<file path="src/hw/rtl/xmlcc_pkg.sv">
// xmlcc_pkg: shared types, character codes and helpers for the xml markup
// character classifier. no dependencies.
`timescale 1ns / 1ps

package xmlcc_pkg;

   localparam int CHAR_BITS    = 16;
   localparam int MAX_RESULTS  = 3;
   localparam int HOLD_DEPTH   = 3;
   localparam int QUEUE_DEPTH  = 4;

   typedef logic [CHAR_BITS-1:0] char_type;

   localparam char_type CH_LT    = char_type'(8'h3C);
   localparam char_type CH_GT    = char_type'(8'h3E);
   localparam char_type CH_AMP   = char_type'(8'h26);
   localparam char_type CH_SEMI  = char_type'(8'h3B);
   localparam char_type CH_BANG  = char_type'(8'h21);
   localparam char_type CH_DASH  = char_type'(8'h2D);
   localparam char_type CH_DQUOT = char_type'(8'h22);
   localparam char_type CH_SQUOT = char_type'(8'h27);

   typedef enum logic [2:0] {
      MODE_NORMAL  = 3'd0,
      MODE_TAG     = 3'd1,
      MODE_DQUOTE  = 3'd2,
      MODE_SQUOTE  = 3'd3,
      MODE_COMMENT = 3'd4
   } mode_type;

   typedef enum logic [2:0] {
      CLS_PLAIN   = 3'd0,
      CLS_ENTITY  = 3'd1,
      CLS_TAG     = 3'd2,
      CLS_ATTR    = 3'd3,
      CLS_COMMENT = 3'd4
   } class_type;

   typedef enum logic {
      KIND_CHAR = 1'b0,
      KIND_EOL  = 1'b1
   } kind_type;

   typedef struct packed {
      logic     item_kind;
      char_type char_code;
   } req_type;

   typedef struct packed {
      char_type  out_char;
      class_type char_class;
      logic      last_of_run;
   } rsp_type;

   // up to three classified characters made by one item
   typedef struct packed {
      logic [1:0]                      cnt;
      logic [MAX_RESULTS-1:0][CHAR_BITS-1:0] chars;
      class_type [MAX_RESULTS-1:0]     classes;
   } bundle_type;

   // characters that follow '<' in a comment opener
   function automatic char_type opener_tail(input logic [1:0] pos);
      char_type c;
      unique case (pos)
         2'd0:    c = CH_BANG;
         default: c = CH_DASH;
      endcase
      return c;
   endfunction

endpackage

</file>
<file path="src/hw/rtl/xml_markup_char_classifier.sv">
// xml_markup_char_classifier: top level, front classifier, bundle queue and
// result sender. depends on xmlcc_pkg, xmlcc_front, xmlcc_fifo, xmlcc_back.
`timescale 1ns / 1ps

//  channel   direction  ports                               item
//  req       in         req_valid, req_ready, req_payload   char or line end
//  rsp       out        rsp_valid, rsp_ready, rsp_payload   classified char
//
//  an input item is taken every cycle while the bundle queue has room; each
//  item makes zero to three results, sent one a cycle by the back end while rsp_ready is high
//  results of an item pass through the bundle queue and the back end's bundle register before they are offered
//  sustained rate is one result per cycle while rsp_ready is high, set by the single output register
//  reset clears lexer mode, entity and dash tracking, held count and queue
//  a stall on rsp fills the queue, then req_ready drops

module xml_markup_char_classifier #(
   parameter int QUEUE_DEPTH = xmlcc_pkg::QUEUE_DEPTH
) (
   input  logic                clock,
   input  logic                reset,
   input  logic                req_valid,
   output logic                req_ready,
   input  xmlcc_pkg::req_type  req_payload,
   output logic                rsp_valid,
   input  logic                rsp_ready,
   output xmlcc_pkg::rsp_type  rsp_payload
);

   logic                  req_take;
   logic                  q_push;
   logic                  q_full;
   logic                  q_pop;
   logic                  q_valid;
   xmlcc_pkg::bundle_type front_bundle;
   xmlcc_pkg::bundle_type q_data;

   // front may take an item whenever a slot is free for its bundle
   assign req_ready = !q_full;
   assign req_take  = req_valid && req_ready;

   // lexer state and three-character lookahead
   xmlcc_front u_front (
      .clock  (clock),
      .reset  (reset),
      .accept (req_take),
      .item   (req_payload),
      .push   (q_push),
      .bundle (front_bundle)
   );

   // decouples classification from output stalls
   xmlcc_fifo #(
      .DEPTH (QUEUE_DEPTH)
   ) u_fifo (
      .clock     (clock),
      .reset     (reset),
      .push      (q_push),
      .push_data (front_bundle),
      .full      (q_full),
      .pop       (q_pop),
      .not_empty (q_valid),
      .pop_data  (q_data)
   );

   // serializes each bundle, marks the last item of a run
   xmlcc_back u_back (
      .clock       (clock),
      .reset       (reset),
      .q_valid     (q_valid),
      .q_data      (q_data),
      .q_pop       (q_pop),
      .rsp_valid   (rsp_valid),
      .rsp_ready   (rsp_ready),
      .rsp_payload (rsp_payload)
   );

endmodule

</file>
<file path="src/hw/rtl/xmlcc_front.sv">
// xmlcc_front: lexer state, lookahead hold and per-item classification.
// depends on xmlcc_pkg.
`timescale 1ns / 1ps

module xmlcc_front (
   input  logic                 clock,
   input  logic                 reset,
   input  logic                 accept,
   input  xmlcc_pkg::req_type   item,
   output logic                 push,
   output xmlcc_pkg::bundle_type bundle
);

   xmlcc_pkg::mode_type mode_ff, mode_in;
   logic                ent_ff, ent_in;
   logic [1:0]          dash_ff, dash_in;
   logic [1:0]          held_cnt_ff, held_cnt_in;
   xmlcc_pkg::char_type held_ff [xmlcc_pkg::HOLD_DEPTH];
   xmlcc_pkg::char_type held_in [xmlcc_pkg::HOLD_DEPTH];

   always_comb begin
      xmlcc_pkg::char_type buf_v [4];
      xmlcc_pkg::char_type c;
      xmlcc_pkg::mode_type mode_v;
      xmlcc_pkg::class_type cls;
      logic       ent_v;
      logic [1:0] dash_v;
      logic [2:0] n;
      logic [2:0] used;
      logic [2:0] idx;
      logic [1:0] k;
      logic       stop;
      logic       eol;
      logic       mism;

      c    = '0;
      cls  = xmlcc_pkg::CLS_PLAIN;
      mism = 1'b0;
      idx  = 3'd0;
      for (int j = 0; j < 3; j++) begin
         buf_v[j] = held_ff[j];
      end
      buf_v[3] = '0;
      n   = {1'b0, held_cnt_ff};
      eol = (item.item_kind == xmlcc_pkg::KIND_EOL);
      if (!eol) begin
         buf_v[n[1:0]] = item.char_code;
         n = n + 3'd1;
      end

      mode_v = mode_ff;
      ent_v  = ent_ff;
      dash_v = dash_ff;
      k      = 2'd0;
      used   = 3'd0;
      stop   = 1'b0;
      bundle = '0;

      for (int p = 0; p < 4; p++) begin
         if ((3'(p) < n) && !stop && (k < 2'd3)) begin
            c = buf_v[p];
            // '<' in plain text waits for enough lookahead
            if (mode_v == xmlcc_pkg::MODE_NORMAL && !ent_v && c == xmlcc_pkg::CH_LT) begin
               mism = 1'b0;
               for (int j = 0; j < 3; j++) begin
                  if ((3'(p + 1 + j) < n) &&
                      buf_v[2'(p + 1 + j)] != xmlcc_pkg::opener_tail(2'(j))) begin
                     mism = 1'b1;
                  end
               end
               if (mism) begin
                  mode_v = xmlcc_pkg::MODE_TAG;
               end else if ((n - 3'(p) - 3'd1) >= 3'd3) begin
                  mode_v = xmlcc_pkg::MODE_COMMENT;
                  dash_v = 2'd0;
               end else if (eol) begin
                  mode_v = xmlcc_pkg::MODE_TAG;
               end else begin
                  stop = 1'b1;
               end
            end
            if (!stop) begin
               unique case (mode_v)
                  xmlcc_pkg::MODE_TAG: begin
                     cls = xmlcc_pkg::CLS_TAG;
                     if (c == xmlcc_pkg::CH_SQUOT) begin
                        mode_v = xmlcc_pkg::MODE_SQUOTE;
                     end else if (c == xmlcc_pkg::CH_DQUOT) begin
                        mode_v = xmlcc_pkg::MODE_DQUOTE;
                     end else if (c == xmlcc_pkg::CH_GT) begin
                        mode_v = xmlcc_pkg::MODE_NORMAL;
                     end
                  end
                  xmlcc_pkg::MODE_DQUOTE: begin
                     cls = xmlcc_pkg::CLS_ATTR;
                     if (c == xmlcc_pkg::CH_DQUOT) mode_v = xmlcc_pkg::MODE_TAG;
                  end
                  xmlcc_pkg::MODE_SQUOTE: begin
                     cls = xmlcc_pkg::CLS_ATTR;
                     if (c == xmlcc_pkg::CH_SQUOT) mode_v = xmlcc_pkg::MODE_TAG;
                  end
                  xmlcc_pkg::MODE_COMMENT: begin
                     cls = xmlcc_pkg::CLS_COMMENT;
                     if (c == xmlcc_pkg::CH_DASH) begin
                        if (dash_v < 2'd2) dash_v = dash_v + 2'd1;
                     end else if (c == xmlcc_pkg::CH_GT && dash_v == 2'd2) begin
                        mode_v = xmlcc_pkg::MODE_NORMAL;
                        dash_v = 2'd0;
                     end else begin
                        dash_v = 2'd0;
                     end
                  end
                  default: begin
                     if (ent_v) begin
                        cls = xmlcc_pkg::CLS_ENTITY;
                        if (c == xmlcc_pkg::CH_SEMI) ent_v = 1'b0;
                     end else if (c == xmlcc_pkg::CH_AMP) begin
                        cls   = xmlcc_pkg::CLS_ENTITY;
                        ent_v = 1'b1;
                     end else begin
                        cls = xmlcc_pkg::CLS_PLAIN;
                     end
                  end
               endcase
               bundle.chars[k]   = c;
               bundle.classes[k] = cls;
               k    = k + 2'd1;
               used = 3'(p + 1);
            end
         end
      end
      bundle.cnt = k;

      // whatever was not given out stays held
      for (int j = 0; j < 3; j++) begin
         idx = used + 3'(j);
         held_in[j] = (idx < 3'd4) ? buf_v[idx[1:0]] : buf_v[0];
      end
      held_cnt_in = 2'(n - used);
      mode_in     = mode_v;
      ent_in      = ent_v;
      dash_in     = dash_v;
      if (eol) begin
         held_cnt_in = 2'd0;
         ent_in      = 1'b0;
         dash_in     = 2'd0;
      end
      push = accept && (k != 2'd0);
   end

   always_ff @(posedge clock) begin
      if (reset) begin
         mode_ff     <= xmlcc_pkg::MODE_NORMAL;
         ent_ff      <= 1'b0;
         dash_ff     <= 2'd0;
         held_cnt_ff <= 2'd0;
      end else if (accept) begin
         mode_ff     <= mode_in;
         ent_ff      <= ent_in;
         dash_ff     <= dash_in;
         held_cnt_ff <= held_cnt_in;
      end
   end

   always_ff @(posedge clock) begin
      if (accept) begin
         for (int j = 0; j < 3; j++) begin
            held_ff[j] <= held_in[j];
         end
      end
   end

endmodule

</file>
<file path="src/hw/rtl/xmlcc_fifo.sv">
// xmlcc_fifo: short queue of classified bundles between front and back.
// depends on xmlcc_pkg.
`timescale 1ns / 1ps

module xmlcc_fifo #(
   parameter int DEPTH = xmlcc_pkg::QUEUE_DEPTH
) (
   input  logic                  clock,
   input  logic                  reset,
   input  logic                  push,
   input  xmlcc_pkg::bundle_type push_data,
   output logic                  full,
   input  logic                  pop,
   output logic                  not_empty,
   output xmlcc_pkg::bundle_type pop_data
);

   localparam int PTR_W = (DEPTH > 1) ? $clog2(DEPTH) : 1;
   localparam int CNT_W = $clog2(DEPTH + 1);

   xmlcc_pkg::bundle_type mem [DEPTH];
   logic [PTR_W-1:0] wr_ptr_ff, wr_ptr_in;
   logic [PTR_W-1:0] rd_ptr_ff, rd_ptr_in;
   logic [CNT_W-1:0] count_ff, count_in;

   always_comb begin
      full      = (count_ff == CNT_W'(DEPTH));
      not_empty = (count_ff != '0);
      pop_data  = mem[rd_ptr_ff];
      wr_ptr_in = wr_ptr_ff;
      rd_ptr_in = rd_ptr_ff;
      count_in  = count_ff;
      if (push) begin
         wr_ptr_in = (wr_ptr_ff == PTR_W'(DEPTH - 1)) ? '0 : wr_ptr_ff + PTR_W'(1);
      end
      if (pop) begin
         rd_ptr_in = (rd_ptr_ff == PTR_W'(DEPTH - 1)) ? '0 : rd_ptr_ff + PTR_W'(1);
      end
      if (push && !pop) begin
         count_in = count_ff + CNT_W'(1);
      end else if (pop && !push) begin
         count_in = count_ff - CNT_W'(1);
      end
   end

   always_ff @(posedge clock) begin
      if (reset) begin
         wr_ptr_ff <= '0;
         rd_ptr_ff <= '0;
         count_ff  <= '0;
      end else begin
         wr_ptr_ff <= wr_ptr_in;
         rd_ptr_ff <= rd_ptr_in;
         count_ff  <= count_in;
      end
   end

   always_ff @(posedge clock) begin
      if (push) begin
         mem[wr_ptr_ff] <= push_data;
      end
   end

endmodule

</file>
<file path="src/hw/rtl/xmlcc_back.sv">
// xmlcc_back: takes bundles from the queue and sends them out one item a cycle while rsp_ready is high.
// depends on xmlcc_pkg.
`timescale 1ns / 1ps

module xmlcc_back (
   input  logic                  clock,
   input  logic                  reset,
   input  logic                  q_valid,
   input  xmlcc_pkg::bundle_type q_data,
   output logic                  q_pop,
   output logic                  rsp_valid,
   input  logic                  rsp_ready,
   output xmlcc_pkg::rsp_type    rsp_payload
);

   xmlcc_pkg::bundle_type bnd_ff, bnd_in;
   logic                  bvalid_ff, bvalid_in;
   logic [1:0]            idx_ff, idx_in;
   logic                  last;
   logic                  load;

   always_comb begin
      last  = (idx_ff == 2'(bnd_ff.cnt - 2'd1));
      load  = !bvalid_ff || (rsp_ready && last);
      q_pop = load && q_valid;

      bnd_in    = bnd_ff;
      bvalid_in = bvalid_ff;
      idx_in    = idx_ff;
      if (load) begin
         bnd_in    = q_data;
         bvalid_in = q_valid;
         idx_in    = 2'd0;
      end else if (rsp_ready) begin
         idx_in = idx_ff + 2'd1;
      end

      rsp_valid               = bvalid_ff;
      rsp_payload.out_char    = bnd_ff.chars[idx_ff];
      rsp_payload.char_class  = bnd_ff.classes[idx_ff];
      rsp_payload.last_of_run = last;
   end

   always_ff @(posedge clock) begin
      if (reset) begin
         bvalid_ff <= 1'b0;
         idx_ff    <= 2'd0;
      end else begin
         bvalid_ff <= bvalid_in;
         idx_ff    <= idx_in;
      end
   end

   always_ff @(posedge clock) begin
      bnd_ff <= bnd_in;
   end

endmodule

</file>
<file path="config.mk">
export PLATFORM = sky130hd
export DESIGN_NAME = xml_markup_char_classifier
export DESIGN_NICKNAME = d
export VERILOG_FILES = /design/src/hw/rtl/xmlcc_pkg.sv /design/src/hw/rtl/xml_markup_char_classifier.sv /design/src/hw/rtl/xmlcc_front.sv /design/src/hw/rtl/xmlcc_fifo.sv /design/src/hw/rtl/xmlcc_back.sv
export SDC_FILE = /design/constraint.sdc
export NUM_CORES = 1
export LEC_CHECK = 0
export BUFFER_PORTS_ARGS = -buffer_cell sky130_fd_sc_hd__buf_4
export CAP_MARGIN = 25
export CORE_AREA = 4 4 215 217
export DETAILED_ROUTE_END_ITERATION = 16
export DIE_AREA = 0 0 219 221
export MAX_ROUTING_LAYER = met4
export PLACE_DENSITY = 0.56
export SYNTH_ARGS = -nofsm -noshare
export SYNTH_HDL_FRONTEND = slang
export SYNTH_SLANG_ARGS = --single-unit
</file>
<file path="constraint.sdc">
create_clock -name clock -period 19.9 [get_ports clock]
set_input_delay 3.98 -clock clock [delete_from_list [all_inputs] [get_ports clock]]
set_output_delay 3.98 -clock clock [all_outputs]
set_load 0.01 [all_outputs]
</file>
== Word level (Yosys, flattened, before mapping) ==
Memories as Yosys holds them, arrays and structs flattened. A register that Yosys moved wholly into a read port is not among the register bits.
Cells that the tools add are included.

* $mul: 0
* Div/mod/pow operators: 0
* Magnitude comparators: 33
* Add/subtract/negate cells: 23
* Shifts and indexed selects: 0
* Mux-type cells: 273
* Reduce and logical (&&, ||, !) cells: 68
* Eq/ne operators: 63
* Bitwise gates (word level): 4

{| class="wikitable"
|+ Operators with widths
! operator !! number
|-
| $mux 16 || 32
|-
| $eq 16x6->1 const B || 28
|-
| $mux 57 || 6
|-
| $mux 3 || 82
|-
| $bwmux 48 || 3
|-
| $bmux 16 s2 || 4
|-
| $demux 16 s2 || 4
|-
| $ne 16x16->1 || 6
|-
| $mux 2 || 47
|-
| $ne 16x16->1 const A || 5
|-
| $mux 1 || 78
|-
| $bwmux 64 || 1
|-
| $mux 64 || 1
|-
| $pmux 3 s4 || 4
|-
| $logic_and 1x1->1 || 40
|-
| $pmux 3 s3 || 4
|-
| $bwmux 9 || 3
|-
| $eq 3x2->1 const B || 8
|-
| $add 2x1->2 const B || 10
|-
| $demux 3 s2 || 3
|-
| $reduce_or 4->1 || 4
|-
| $eq 3x3->1 const B || 5
|-
| $sub 3x1->3 const B || 5
|-
| $lt 2x2->1 const B || 7
|-
| 26 further kinds || 74
|}

* Memories kept: 2
* Register bits after elaboration: 18
* Memory bits (writable): 284
* Logic and storage cells: 475
* Bits in latches: 0
* Memory bits (read-only): 0

{| class="wikitable"
|+ Memory list
! name !! depth !! width !! read ports !! clocked after Yosys merged registers in !! wr ports !! line !! RTL
|-
| u_fifo.mem || 4 || 59 || 1 || 1 || 1 || xmlcc_fifo.sv:21 || <nowiki>xmlcc_pkg::bundle_type mem [DEPTH];</nowiki>
|-
| u_front.held_ff || 3 || 16 || 3 || 0 || 3 || xmlcc_front.sv:18 || <nowiki>xmlcc_pkg::char_type held_ff [xmlcc_pkg::HOLD_DEPTH];</nowiki>
|}

== Logic depth before layout (Yosys ltp) ==
Gate-level depths: netlist (run 1).

* Depth in word-level cells: 95
* Depth in mapped cells: 46

== Modules after synthesis ==
A second synthesis (run 1) with hierarchy kept.

* Cells, all modules: 1,695
* Area total of the unflattened synthesis: 20,143.1 µm²

{| class="wikitable"
|+ By module, submodules not included
! module !! cells each !! seq. area each (µm²) !! area an instance (µm²) !! instances
|-
| xmlcc_fifo || 353 || 7,267.0 || 8,968.6 || 1
|-
| xmlcc_front || 1,193 || 1,601.5 || 8,774.7 || 1
|-
| xmlcc_back || 147 || 1,831.8 || 2,389.8 || 1
|-
| xml_markup_char_classifier || 2 || 0.0 || 10.0 || 1
|}

== Least setup slack after synthesis (run 1) ==
Ideal clock, no wire load.

* Path kind: input port to flip-flop
* Start point: input req_payload[16] (netlist name)
* End point: memory u_fifo.mem[0][0] (netlist name), enable pin
* Library setup time: 423 ps
* Data required time: 19,477 ps
* Slack: 6,748 ps
* Data arrival time: 12,729 ps
* Cell stages on the path: 30
* Path buffers: 5
* Cells stage by stage: clkbuf_1 nand2b_1 clkbuf_1 clkinv_1 clkbuf_1 buf_1 ha_1 a2111oi_0 nand3_1 o21ai_1 inv_1 nand4_1 nand4_1 or2_2 nand2_1 inv_1 ha_1 nand2_1 inv_1 ha_1 a211o_1 or2_2 clkbuf_1 a21oi_1 xnor2_1 ha_1 nor3b_1 o31ai_4 mux2i_1 and2_1

* Cells in the longest elaborated chain, start to end: 53
* Elaborated cells between the ends (all ways): 252
* Those cells by class: add/sub: 11; order compare: 16; eq/ne: 43; mux: 140; reduce/logical: 42

{| class="wikitable"
|+ RTL lines
! element !! line !! RTL
|-
| start: declaration || xml_markup_char_classifier.sv:23 || <nowiki>input xmlcc_pkg::req_type req_payload,</nowiki>
|-
| $mux 3 or $mux 64 (tied branches) || xmlcc_front.sv:46 || <nowiki>if (!eol) begin</nowiki>
|-
| $lt 1x3->1 or $ne 16x16->1 (tied branches) || xmlcc_front.sv:60, xmlcc_front.sv:66, xmlcc_front.sv:67 ||
|-
| $logic_and 1x1->1 || xmlcc_front.sv:66 || <nowiki>if ((3'(p + 1 + j) < n) &&</nowiki>
|-
| $mux 1 (3 in a row) || xmlcc_front.sv:66 ||
|-
| $mux 1 || xmlcc_front.sv:63 || <nowiki>if (mode_v == xmlcc_pkg::MODE_NORMAL && !ent_v && c == xmlcc_pkg::CH_LT) begin</nowiki>
|-
| $mux 1 || xmlcc_front.sv:60 || <nowiki>if ((3'(p) < n) && !stop && (k < 2'd3)) begin</nowiki>
|-
| $mux 2 || xmlcc_front.sv:71 || <nowiki>if (mism) begin</nowiki>
|-
| $mux 2 || xmlcc_front.sv:63 ||
|-
| [... 36 more ...] || n/a ||
|-
| $mux 1 || xmlcc_front.sv:60 ||
|-
| $mux 2 || xmlcc_front.sv:82 || <nowiki>if (!stop) begin</nowiki>
|-
| $mux 2 (*) || xmlcc_front.sv:60 ||
|-
| $reduce_bool 2->1 (*) || xmlcc_front.sv:148 || <nowiki>push = accept && (k != 2'd0);</nowiki>
|-
| $logic_and 1x1->1 (*) || xmlcc_front.sv:148 ||
|-
| net q_push || xml_markup_char_classifier.sv:30 || <nowiki>logic q_push;</nowiki>
|-
| $mux 1 (*) || xmlcc_fifo.sv:59 || <nowiki>if (push) begin</nowiki>
|-
| $mux 1 (not written as such) (*) || xmlcc_fifo.sv:60 || <nowiki>mem[wr_ptr_ff] <= push_data;</nowiki>
|-
| end: declaration || xmlcc_fifo.sv:21 ||
|}

The timed path passes the listed nets; every way through them passes the cells marked *. The select of a mux whose other input is x is not followed.

==> results, run 1 <==
- The starting density of the core is 43.9%.
- The area of combinational cells with multiple inputs is 8180 um2.
- For this block, the via count after detailed routing is 13.8k.
- Across the VDD grid, the largest voltage drop is about 86 uV.
- By count the netlist is led by edfxtp_1 (343), nand2_1 (137), nor2_1 (124).
- For this block, the routed nets add up to 55700 um of wire.
- The filler cell count in the final layout is 4039.
- The final-stage net count is 1691.
- The max-slew violation count is 0.
- For the worst-skew pair, the clock arrives at the later sink with an insertion delay of 0.55 ns.
- The area growth from synthesis to layout is 10.9%.
- The number of iterations in the first detailed-routing pass is 5.
- The root buffer cell is clkbuf_16.
- Setup repair after global routing left no endpoint under its margin.
- The distinct cell type count of the synthesized netlist is 83.
- Global routing consumed, on the met3 layer, ~3.1% of the routing resources.
- Counting stages on the worst path, the most repeated cell is ha_1.
- The critical setup path kind is primary input to flop.
- The clock-pin slew of the registers on the worst-case setup and hold paths is about 0.06 ns.
- Once detail routing completed, the nets flagged for antenna violations numbered 0.
- The total instance count after detailed placement is 2178.
- In the final routed layout, each cell accounts on average for approximately 25 um.
- The floorplan has 77 rows.
- In the routed design, unresolved DRC markers number 0.
- Entering global routing, the biggest net connects 63 pins.
- In the global route stage, overall resource usage came out at 23.3%.
- The sequential cell area is 10700 um2.
- The netlist area before placement is 19400 um2.
- The commonest register cell after synthesis is edfxtp_1.
- The per-instance average area after synthesis is 12.0 um2.
- The number of storage elements in the synthesis netlist is 361.
- In this run the standard cell core region covers 44100 um2.
- Global routing used 34.2% of the available met2 tracks.
- The worst relative slew slack is 26.0%.
- The critical path capture point type is a flop.
- By area the synthesized netlist is led by edfxtp_1 (53%), mux4_2 (6.9%), mux2i_1 (4.5%).
- The run finished with clean final reports.
- Sequential cells account for 39.4% of the total power.
- For this run, asynchronously set or reset flops after synthesis account for 0%.
- After the first detailed-routing iteration, the DRC count stood at 1586.
- The proportion of power drawn by combinational gates is 39.4%.
- The count of clock tree sinks is 361.
- Setup violations remaining at the end of the flow were counted as 0.
- The cell area power density is 151 nW/um2.
- The slowest library cell on the worst path is ha_1.
- During synthesis, Yosys emitted a total of 0 warnings.
- The leakage power total is roughly 7.4 nW.
- The first global-routing pass estimated between 80000 and 90000 um of wire.
- The layout cell share with drive strength beyond 1 is around 15%.
- The net switching power figure is ~0.0012 W.
- The number of antenna diodes in the final layout is 0.
- Summing the sequential cell areas from Yosys gives 55.0% of the chip area.
- The clock tree from TritonCTS is done.
- The number of input and output port buffers inserted is 42.
- For this run, the top clock speed supported by timing is ~70 MHz.
- The share of power burned in the clock network is a little over a fifth.
- At the pin with the least slew margin, the transition time is 1.10 ns.
- For this run the aggregate overflow at the end of global routing stands at 0.
- Yosys mapped a number of flops with a built-in enable equal to 343.
- The height of the die is 221 um.
- The most frequent cell after synthesis is edfxtp_1.
- The via count of the first global-routing pass is 13.3k.
- The largest total area in the synthesized netlist belongs to edfxtp_1.
- The routability congestion estimate is 0.917.
- The worst path needs 14.67 ns of the cycle, external delays included.
- The die covers 48400 um2.
- The critical path's largest stage delay is 0.99 ns.
- In the synthesized netlist, the number of instances is 1617.
- The H-tree depth is 2.
- The post-synthesis net count is 1681.
- For the worst setup path, the data arrival time is roughly 15 ns.
- In this run switching power makes up 36.5% of total power.
- The post-route clock period utilization is 73.7%.
- The mean number of vias per cell is 6.15.
- The number of top-level pins is 43.
- The post-CTS setup buffer count is 0.
- The floorplan step set the die width to approximately 220 um.
- Adding up every negative setup slack in the final design gives 0 ns.
- The initial antenna violation count is 0.
- In this run, post-CTS repair resized a total of 0 instances.
- The final setup skew is 0.0209 ns.
- The data required time of the worst path is 20.18 ns.
- The tightest min-delay check is of the flop to flop type.
- The global-route track usage on met1 is 34.2%.
- In this run the deepest clock path goes through 3 buffers.
- Cell internal power was estimated by the tool at 0.00206 W.
- The number of hold-slack violations in the final timing report is 0.
- The worst setup path is launched from a primary input.
- The count of non-filler cells in the finished layout is 2246.
- The clock buffer count from CTS is 39.
- The tool flagged a number of max-cap violations equal to 0.
- The count of hold-fix buffers inserted at cts is 0.
- Detailed placement finished with a half-perimeter wire length of 39000 um.
- The maximum net fanout on the critical path is 31.
- met2 is the most crowded layer.
- The top cell type's share of synthesized area is 53.1%.
-- metal layers --
layer	up-vias	wire [um]
met4	0	1730
met1	6872	26000
li1	6337	-
met3	105	3010
met5	-	0
met2	507	24900
-- power by group through the flow --
| stage | clock network (W) | logic, W | registers (W) |
|---|---|---|---|
| 2_1_floorplan | 0 | 0.000898 | 0.00124 |
| 3_3_place_gp | 0 | 0.00125 | 0.00129 |
| 3_5_place_dp | 0 | 0.00126 | 0.00129 |
| 4_1_cts | 0.000705 | 0.00127 | 0.00128 |
| 5_1_grt | 0.000735 | 0.00138 | 0.00130 |
| 6_report | 0.000685 | 0.00128 | 0.00128 |
-- metrics by stage --
step	power [W]	hold WS [ns]	area, um2	worst slack [ns]	utilization [%]
floorplan	0.00214	0.472	19400	6.75	-
global placement	0.00254	0.489	20300	5.33	46.0
detailed placement	0.00256	0.501	20300	4.91	46.0
CTS	0.00325	0.511	21500	5.45	48.7
global route	0.00342	0.556	21500	4.49	48.7
finish	0.00324	0.513	21500	5.23	48.7
-- cell usage in the layout, fill, tap and decap left out, types with 24 or more instances in the layout --
master and count:
mux4_2 59, mux2i_1 87, o211ai_1 27, nor4_1 25, edfxtp_1 343, a21oi_1 97
ha_1 42, nand2_1 136, o221ai_1 27, nor2_1 124, inv_1 42, mux2_2 24
nor3_1 37, o21ai_0 101, buf_4 73, nand3_1 38, clkbuf_16 39
-- logic make-up (layout without fill, tap and decap cells) --
logic type,count (synthesis),in the layout,synth area share [%]
AO/OA/AOI/OAI,401,401,13.7
XOR/XNOR,13,13,0.587
adder cells (fa/ha/maj),43,43,2.81
buffers and inverters,149,186,3.01
flip-flops,361,361,55.0
multiplexers,171,171,12.8
AND/OR/NAND/NOR,479,479,12.1
-- worst max-delay path, delay by kind of cell --
family	cells	cell delay [ns]
xor gates and xnor gates	1	0.33
and+or+nand+nor	17	4.10
buffers and inverters	6	1.81
AOI/OAI and AO/OA	8	2.07
adders and majority gates	6	2.63
-- sequential cells by signal (all words and copies together), names as in the netlist --
register,count
u_back.bnd_ff,59
u_back.idx_ff,2
u_back.rsp_valid,1
u_fifo.count_ff,3
u_fifo.mem,236
u_fifo.rd_ptr_ff,2
u_fifo.wr_ptr_ff,2
u_front.dash_ff,2
u_front.ent_ff,1
u_front.held_cnt_ff,2
u_front.held_ff,48
u_front.mode_ff,3
-- worst paths after layout --
| kind | slack [ns] | cells past startpoint | end | start |
|---|---|---|---|---|
| min | 0.51 | 2 | u_fifo.count_ff[2] | u_fifo.count_ff[2] |
| min reg2reg | 0.51 | 2 | u_fifo.count_ff[2] | u_fifo.count_ff[2] |
| max reg2reg | 8.33 | 38 | u_front.held_ff[0][30] | u_front.held_cnt_ff[0] |
| max | 5.23 | 38 | u_front.held_ff[0][30] | req_payload[16] |
-- layout make-up --
type                            count  share of cell area (%)
Inverter                           44                   0.768
Clock inverter                     19                   0.855
Timing Repair Buffer               74                    2.60
Tap cell                          592                    3.44
Sequential cell                   361                    49.6
Multi-Input combinational cell   1107                    38.0
Clock buffer                       49                    4.71
Note: power is estimated with default switching activity, not from simulation.
==> run 2, diff against run 1 <==
Clock period 19.9 ns to 14 ns, I/O delays scaled along.
==> run 2 against run 1 <==
  * Sequential share of layout area decreased by 0.13 points
  * Cell area increased by 0.26%
  * Global-route usage increased by 0.57 points
  * Register-to-register slack got worse by 4.9 ns
  * Largest power group is now combinational cells
  * Sequential power increased by 41%
  * Highest routed layer unchanged
  * Core utilization increased by 0.12 points
  * Power increased by 43%
  * Critical path type unchanged
==> results, run 2 (synthesized netlist as in run 1, its figures left out) <==
- The run finished with clean final reports.
- The maximum net fanout on the critical path came to 24 (-23%).
- The H-tree depth is 2 (unchanged).
- The initial antenna violation count is 0 (unchanged).
- The height of the die is 221 um (unchanged).
- Among all stages on the critical path, the largest delay is contributed by nand2b_1.
- The end-of-flow core utilization is 48.9% (+0.12 points).
- The most used cell along the critical path is ha_1.
- The data arrival at the endpoint of the critical path is 12.71 ns (-2.24 ns).
- The number of input and output port buffers inserted is 42 (unchanged).
- The via count of the first global-routing pass is 13.2k (-0.68%).
- The total global routing track utilization is 23.9% (+0.57 points).
- The max-cap check violation count was 0 (unchanged).
- Setup repair after global routing left no endpoint under its margin.
- The share of power burned in the clock network is 21.0% (about the same).
- The number of antenna repair diodes was 0 (unchanged).
- Of the available clock period, the critical path in the final layout requires between 80% and 90%.
- The most common cell after layout, fill and taps aside is edfxtp_1.
- The worst relative slew slack is 33.9% (+7.9 points).
- The cell area power density came to 215 nW/um2 (+43%).
- The relative contribution of sequential cells to total power is 38.8% (-0.6 points).
- The library cells used most frequently in the layout, excluding fill and tap cells, are edfxtp_1 (343), nand2_1 (136), nor2_1 (124).
- The core region area was 44100 um2 (unchanged).
- The smallest hold slack is 0.506 ns (-0.00693 ns).
- TritonCTS built the clock tree.
- The number of top-level pins is 43 (unchanged).
- The max-slew violation count is 0 (unchanged).
- The type of the worst min-delay path is flop to flop.
- The largest vdd supply drop is 93.7 uV (+9.0%).
- The total of endpoints with negative setup slack in the final report is 0 (unchanged).
- The clock buffer count from CTS came to 39 (unchanged).
- The final-stage net count is 1697 (+0.35%).
- The number of remaining DRC errors was 0 (unchanged).
- The clock-pin slew of the registers on the worst-case setup and hold paths is 0.07 ns (about the same).
- The post-CTS setup buffer count was 0 (unchanged).
- The proportion of power drawn by combinational gates came to 40.2% (+0.8 points).
- The area growth from synthesis to layout is 11.2%.
- The count of standard-cell rows was 77 (unchanged).
- The leakage power total is 7.39 nW (+0.51%).
- The sequential cell area was 10700 um2 (unchanged).
- The slew at the pin closest to its max-slew limit is 0.982 ns (-0.120 ns).
- The switching share of power is 37.2% (+0.64 points).
- The total wire length after detailed routing is 56900 um (+2.3%).
- The data required time of the worst path came to 14.31 ns (-5.87 ns).
- The number of flip-flops under the largest register name is 236 (unchanged).
- The horizontal die dimension is 219 um (unchanged).
- The post-cts resize count is 0 (unchanged).
- In the final layout, the registers with the most flip-flops are u_fifo.mem: 236 flops, u_back.bnd_ff: 59 flops, u_front.held_ff: 48 flops.
- The number of hold-slack violations in the final timing report is 0 (unchanged).
- STA classifies the critical path endpoint as a flop.
- The via total after detailed routing is 13.9k (+0.57%).
- The critical path is of the primary input to flop type.
- The overflow left after global routing is 0 (unchanged).
- The area of combinational cells with multiple inputs was 8180 um2 (unchanged).
- The HPWL after detailed placement is 40000 um (+2.7%).
- The number of iterations in the first detailed-routing pass is 6 (+1).
- The starting density of the core is 43.9% (unchanged).
- The count of hold-fix buffers inserted at cts is 0 (unchanged).
- The mean number of vias per cell was 6.17 (+0.26%).
- The largest net degree at the start of global routing is 62 (-1.6%).
- The routability congestion estimate came to 0.934 (+1.8%).
- The clock tree buffer depth is 3 (unchanged).
- The final setup skew is 0.0212 ns (+0.000306 ns).
- The number of nets with antenna violations after detailed routing is 0 (unchanged).
- The layout cell share with drive strength beyond 1 is 15.7% (+0.54 points).
- The maximum frequency from static timing analysis is between 80 and 90 MHz.
- The critical path's largest stage delay is 0.77 ns (-0.22 ns).
- The filler cell count in the final layout is 4010 (-0.72%).
- The register bank with the most flops is u_fifo.mem.
- The internal cell power was 0.00292 W (+42%).
- The count of clock tree sinks is 361 (unchanged).
- The average wire per standard cell is 25.3 um (+2.0%).
- The startpoint class of the critical path is a primary input.
- After layout, the minimum clock period comes to 12.40 ns.
- The detailed router's first-iteration violation count is 1485 (-6.4%).
- The root buffer cell is clkbuf_16.
- The clock latency of the later-clocked register in the worst-skew pair was 0.56 ns (about the same).
- The global-route wire length before repair is 86400 um (+2.4%).
- The area of the die is 48400 um2 (unchanged).
- The net switching power figure came to 0.00173 W (+46%).
- The final total power is 0.00464 W (+43%).
- The setup TNS is 0 ns (unchanged).
## run 2: cell types whose count changed in the layout (fill, tap and decap cells not counted)
cell / before / now
clkinvlp_4: 0 / 1
bufinv_16: 3 / 2
buf_6: 1 / 0
clkinv_2: 7 / 9
buf_16: 0 / 1
clkinv_4: 0 / 1
buf_4: 73 / 79
clkbuf_1: 10 / 4
clkinv_1: 8 / 11
inv_6: 0 / 1
## run 2: worst paths after layout
path,from,endpoint,slack [ns],cells after the start
worst min register to register,u_fifo.count_ff[2],u_fifo.count_ff[2],0.51,2
worst max register to register,u_front.held_cnt_ff[0],u_front.held_ff[0][31],3.45,36
worst min-delay path,u_fifo.count_ff[2],u_fifo.count_ff[2],0.51,2
worst max-delay path,req_payload[16],u_front.held_ff[0][31],1.60,36
## run 2: routing by layer
metal / track usage [%] / wire length (um) / vias up / part of all wire, %
li1: - / - / 6349 / -
met5: - / 0 / - / 0
met2: 34.2 / 25100 / 557 / 44
met3: 3.59 / 3960 / 91 / 6.9
met4: 6.36 / 1550 / 0 / 2.7
met1: 35.8 / 26300 / 6903 / 46
## run 2: per-stage QoR
step / instance area [um2] / worst slack, ns / instances
floorplan: 19400 / 2.03 / 1617
global placement: 20300 / 1.52 / 2183
detailed placement: 20300 / 1.25 / 2183
CTS: 21500 / 1.83 / 2252
global route: 21600 / 0.963 / 2253
finish: 21600 / 1.60 / 2253
## run 2: final cells by class
cell class,instances,area share (%)
multi-input cells,1107,37.9
flip-flops and latches,361,49.5
inverters,44,0.766
well taps,592,3.44
clock inverters,26,0.929
clock buffers,43,4.60
repair buffers,80,2.88
## run 2: power groups by stage
stage	Combinational [W]	Clock (W)	Sequential, W
3_5_place_dp	0.00183	0	0.00182
3_3_place_gp	0.00182	0	0.00182
2_1_floorplan	0.00128	0	0.00177
4_1_cts	0.00184	0.000998	0.00180
5_1_grt	0.00202	0.00104	0.00183
6_report	0.00187	0.000974	0.00180
## run 2: critical path: cells and delay by family
| family | cells | cell delay [ns] |
|---|---|---|
| adders and majority gates | 5 | 1.29 |
| AOI/OAI and AO/OA | 8 | 2.45 |
| and+or+nand+nor | 15 | 3.75 |
| buffers and inverters | 5 | 0.84 |
| muxes | 3 | 1.54 |
==> run 3, diff against run 2 <==
Settings changed: ABC_AREA from default to 1, CORE_AREA 4 4 215 217 to 4 4 217 219, DIE_AREA 0 0 219 221 to 0 0 221 223, PLACE_DENSITY 0.56 to default.
==> run 3 against run 2 <==
  * Die area increased by 1.8%
  * Combinational power is 11% lower
  * Clock-buffer cell count up 9
  * Sequential share of layout area decreased by 0.36 points
  * First-iteration DRC count rose by 30%
  * Sequential cell count is the same
  * Sequential power down 7%
  * Maximum frequency rose by 8.4%
  * Routed wire length rose by 4.2%
  * Clock skew grew 0.0083 ns
  * Non-clock buffer count decreased by 13
  * Critical endpoint is now u_front.held_ff[0][16]
  * Largest cell class unchanged
==> results, run 3 <==
- Setup repair after global routing left no endpoint under its margin.
- The final setup skew was 0.0294 ns (+0.00828 ns).
- The number of flip-flops under the largest register name was 236 (unchanged).
- The HPWL after detailed placement is 40500 um (+1.3%).
- The post-cts resize count was 0 (unchanged).
- The clock buffer count from CTS is 41 (+5.1%).
- The post-CTS setup buffer count came to 0 (unchanged).
- The routability congestion estimate is 0.999 (+7.1%).
- The post-synthesis net count is 2264 (+35%).
- In the final layout, the registers with the most flip-flops are u_fifo.mem: 236 flops, u_back.bnd_ff: 59 flops, u_front.held_ff: 48 flops.
- The worst setup path is captured at a flop.
- The number of input and output port buffers inserted is 42 (unchanged).
- Among all stages on the critical path, the largest delay is contributed by ha_1.
- The average wire per standard cell is 21.0 um (-17%).
- The startpoint class of the critical path is a primary input.
- The worst relative slew slack is 35.3% (+1.4 points).
- The final-stage net count is 2260 (+33%).
- The post-route clock period utilization came to 81.7% (-6.9 points).
- The detailed router's first-iteration violation count is 1929 (+30%).
- The clock latency of the later-clocked register in the worst-skew pair is 0.57 ns (about the same).
- The minimum period implied by the final worst setup slack is 11.44 ns (-0.962 ns).
- The global-route wire length before repair was 91300 um (+5.6%).
- The most common cell after layout, fill and taps aside is nand2_1.
- The run finished with clean final reports.
- The number of remaining DRC errors came to 0 (unchanged).
- The via total after detailed routing came to 16.2k (+16%).
- The critical path's largest stage delay is 0.73 ns (-0.04 ns).
- The final total power was 0.00437 W (-5.9%).
- The post-synthesis sequential area ratio was 54.2% (-0.77 points).
- The number of antenna repair diodes came to 0 (unchanged).
- The maximum frequency from static timing analysis is 87.4 MHz (+8.4%).
- The share of synthesized flip-flops with an asynchronous set or reset is 0% (unchanged).
- The via count of the first global-routing pass is 15.2k (+15%).
- The global-route track usage on met1 is 35.0% (-0.78 points).
- The number of storage elements in the synthesis netlist is 361 (unchanged).
- The most used cell along the critical path is nand2_1.
- By area the synthesized netlist is led by edfxtp_1 (52%), nand2_1 (7.4%), nor2_1 (5.7%).
- The number of enable-type register cells in the synthesized netlist is 343 (unchanged).
- The initial antenna violation count is 0 (unchanged).
- The post-synthesis instance total is 2200 (+36%).
- The clock-pin slew of the registers on the worst-case setup and hold paths was 0.06 ns (about the same).
- The distinct cell type count of the synthesized netlist is 50 (-40%).
- The largest vdd supply drop is 132 uV (+41%).
- By count the netlist is led by nand2_1 (386), edfxtp_1 (343), nor2_1 (300).
- The count of warnings emitted by yosys was 0 (unchanged).
- The area of the die is 49300 um2 (+1.8%).
- The setup TNS came to 0 ns (unchanged).
- The layer with the highest usage after global routing is met2.
- Ranked by flip-flop count, first place goes to u_fifo.mem.
- The clock tree buffer depth is 3 (unchanged).
- The max-slew violation count was 0 (unchanged).
- The total placed instance area came to 20400 um2 (+0.43%).
- The final design area excluding fillers is 21700 um2 (+0.73%).
- The starting density of the core is 43.6% (-0.33 points).
- From synthesis to final layout, the design area changed by 10.4%.
- The worst setup path is of the primary input to flop kind.
- The per-instance average area after synthesis is 8.94 um2 (-25%).
- The H-tree depth was 2 (unchanged).
- The maximum net fanout on the critical path is 35 (+46%).
- The mean number of vias per cell is 5.72 (-7.2%).
- The leakage power total is 8.40 nW (+14%).
- The data arrival at the endpoint of the critical path is 11.74 ns (-0.97 ns).
- The horizontal die dimension came to 221 um (+0.91%).
- The top cell type's share of synthesized area came to 52.4% (-0.74 points).
- The total wire length after detailed routing was 59300 um (+4.2%).
- The number of top-level pins is 43 (unchanged).
- In this run the worst hold path is classified as flop to flop.
- The number of hold-slack violations in the final timing report is 0 (unchanged).
- The root buffer cell is clkbuf_16.
- The netlist area before placement is 19700 um2 (+1.4%).
- The slew at the pin closest to its max-slew limit is 0.969 ns (-0.0131 ns).
- The total of endpoints with negative setup slack in the final report is 0 (unchanged).
- The largest net degree at the start of global routing is 95 (+53%).
- The met2 usage in global routing is 36.2% (+2.0 points).
- The most frequent cell after synthesis is nand2_1.
- The count of clock tree sinks is 361 (unchanged).
- The height of the die is 223 um (+0.90%).
- The number of iterations in the first detailed-routing pass is 6 (unchanged).
- The routing usage on met3 is 2.88% (-0.71 points).
- TritonCTS built the clock tree.
- The count of hold-fix buffers inserted at cts is 0 (unchanged).
- The number of nets with antenna violations after detailed routing is 0 (unchanged).
- The total global routing track utilization is 24.1% (+0.22 points).
- The overflow left after global routing came to 0 (unchanged).
- The data required time of the worst path is 14.30 ns (about the same).
- The core region area came to 45100 um2 (+2.2%).
- The cell area power density is 201 nW/um2 (-6.6%).
- The count of standard-cell rows is 78 (+1.3%).
- The max-cap check violation count came to 0 (unchanged).
- The most area-hungry cell type in the Yosys netlist is edfxtp_1.
- The layout cell share with drive strength beyond 1 is 9.06% (-6.6 points).
- The library cells used most frequently in the layout, excluding fill and tap cells, are nand2_1 (385), edfxtp_1 (343), nor2_1 (296).
- The commonest register cell after synthesis is edfxtp_1.
## run 3: changes by cell type after synthesis, sizes merged, moves of 25 or more
cell    before  now
nand3       38  147
a21oi       98   60
o22ai       21   72
nand2      137  410
mux2i       87    1
mux2        25    0
nor2       124  311
inv         42  203
mux4        59    0
o221ai      27    0
o21ai      104  306
## run 3: where the power goes
group / internal [W] / leakage (nW) / switching [W]
clock: 0.000593 / 0.625 / 0.000436
sequential: 0.00158 / 3.52 / 0.0000976
combinational: 0.000472 / 4.26 / 0.00119
total: 0.00264 / 8.40 / 0.00173
## run 3: per-stage QoR
| step | instances | hold slack, ns | util, % | worst slack (ns) |
|---|---|---|---|---|
| CTS | 2829 | 0.489 | 48.2 | 2.77 |
| finish | 2829 | 0.490 | 48.2 | 2.56 |
| floorplan | 2200 | 0.453 | - | 2.91 |
| global route | 2829 | 0.514 | 48.2 | 1.83 |
| detailed placement | 2753 | 0.480 | 45.3 | 2.18 |
| global placement | 2752 | 0.473 | 45.2 | 2.50 |
## run 3: worst paths after layout
| kind | start | to | slack (ns) | cells past startpoint |
|---|---|---|---|---|
| max | req_payload[16] | u_front.held_ff[0][16] | 2.56 | 40 |
| max reg2reg | u_front.held_cnt_ff[0] | u_front.held_ff[0][16] | 4.38 | 41 |
| min | u_front.dash_ff[1] | u_front.dash_ff[1] | 0.49 | 2 |
| min reg2reg | u_front.dash_ff[1] | u_front.dash_ff[1] | 0.49 | 2 |
## run 3: cell families (layout without fill, tap and decap cells)
group / after synthesis / after routing / share of synthesized area (%)
multiplexers: 1 / 1 / 0.0509
AND/OR/NAND/NOR: 935 / 935 / 20.6
buffers and inverters: 319 / 348 / 6.71
XOR/XNOR: 5 / 5 / 0.223
AO/OA/AOI/OAI: 536 / 536 / 15.4
flip-flops: 361 / 361 / 54.2
adder cells (fa/ha/maj): 43 / 43 / 2.77
## run 3: critical path, delay by kind of cell
| kind | cells | cell delay [ns] |
|---|---|---|
| and+or+nand+nor | 22 | 3.53 |
| buffers and inverters | 9 | 2.38 |
| AOI/OAI and AO/OA | 4 | 1.25 |
| xor gates and xnor gates | 1 | 0.32 |
| adders and majority gates | 4 | 1.42 |
## run 3: routing by layer
metal	routed length [um]	up-vias
met5	0	-
met4	1500	0
met1	27000	7747
met3	4480	98
li1	-	7690
met2	26300	658
## run 3: layout make-up
class	instances	area (um2)
Clock buffer	52	1090
Inverter	205	773
Tap cell	600	751
Fill cell	4277	23400
Multi-Input combinational cell	1520	7720
Clock inverter	24	200
Sequential cell	361	10700
Timing Repair Buffer	67	523
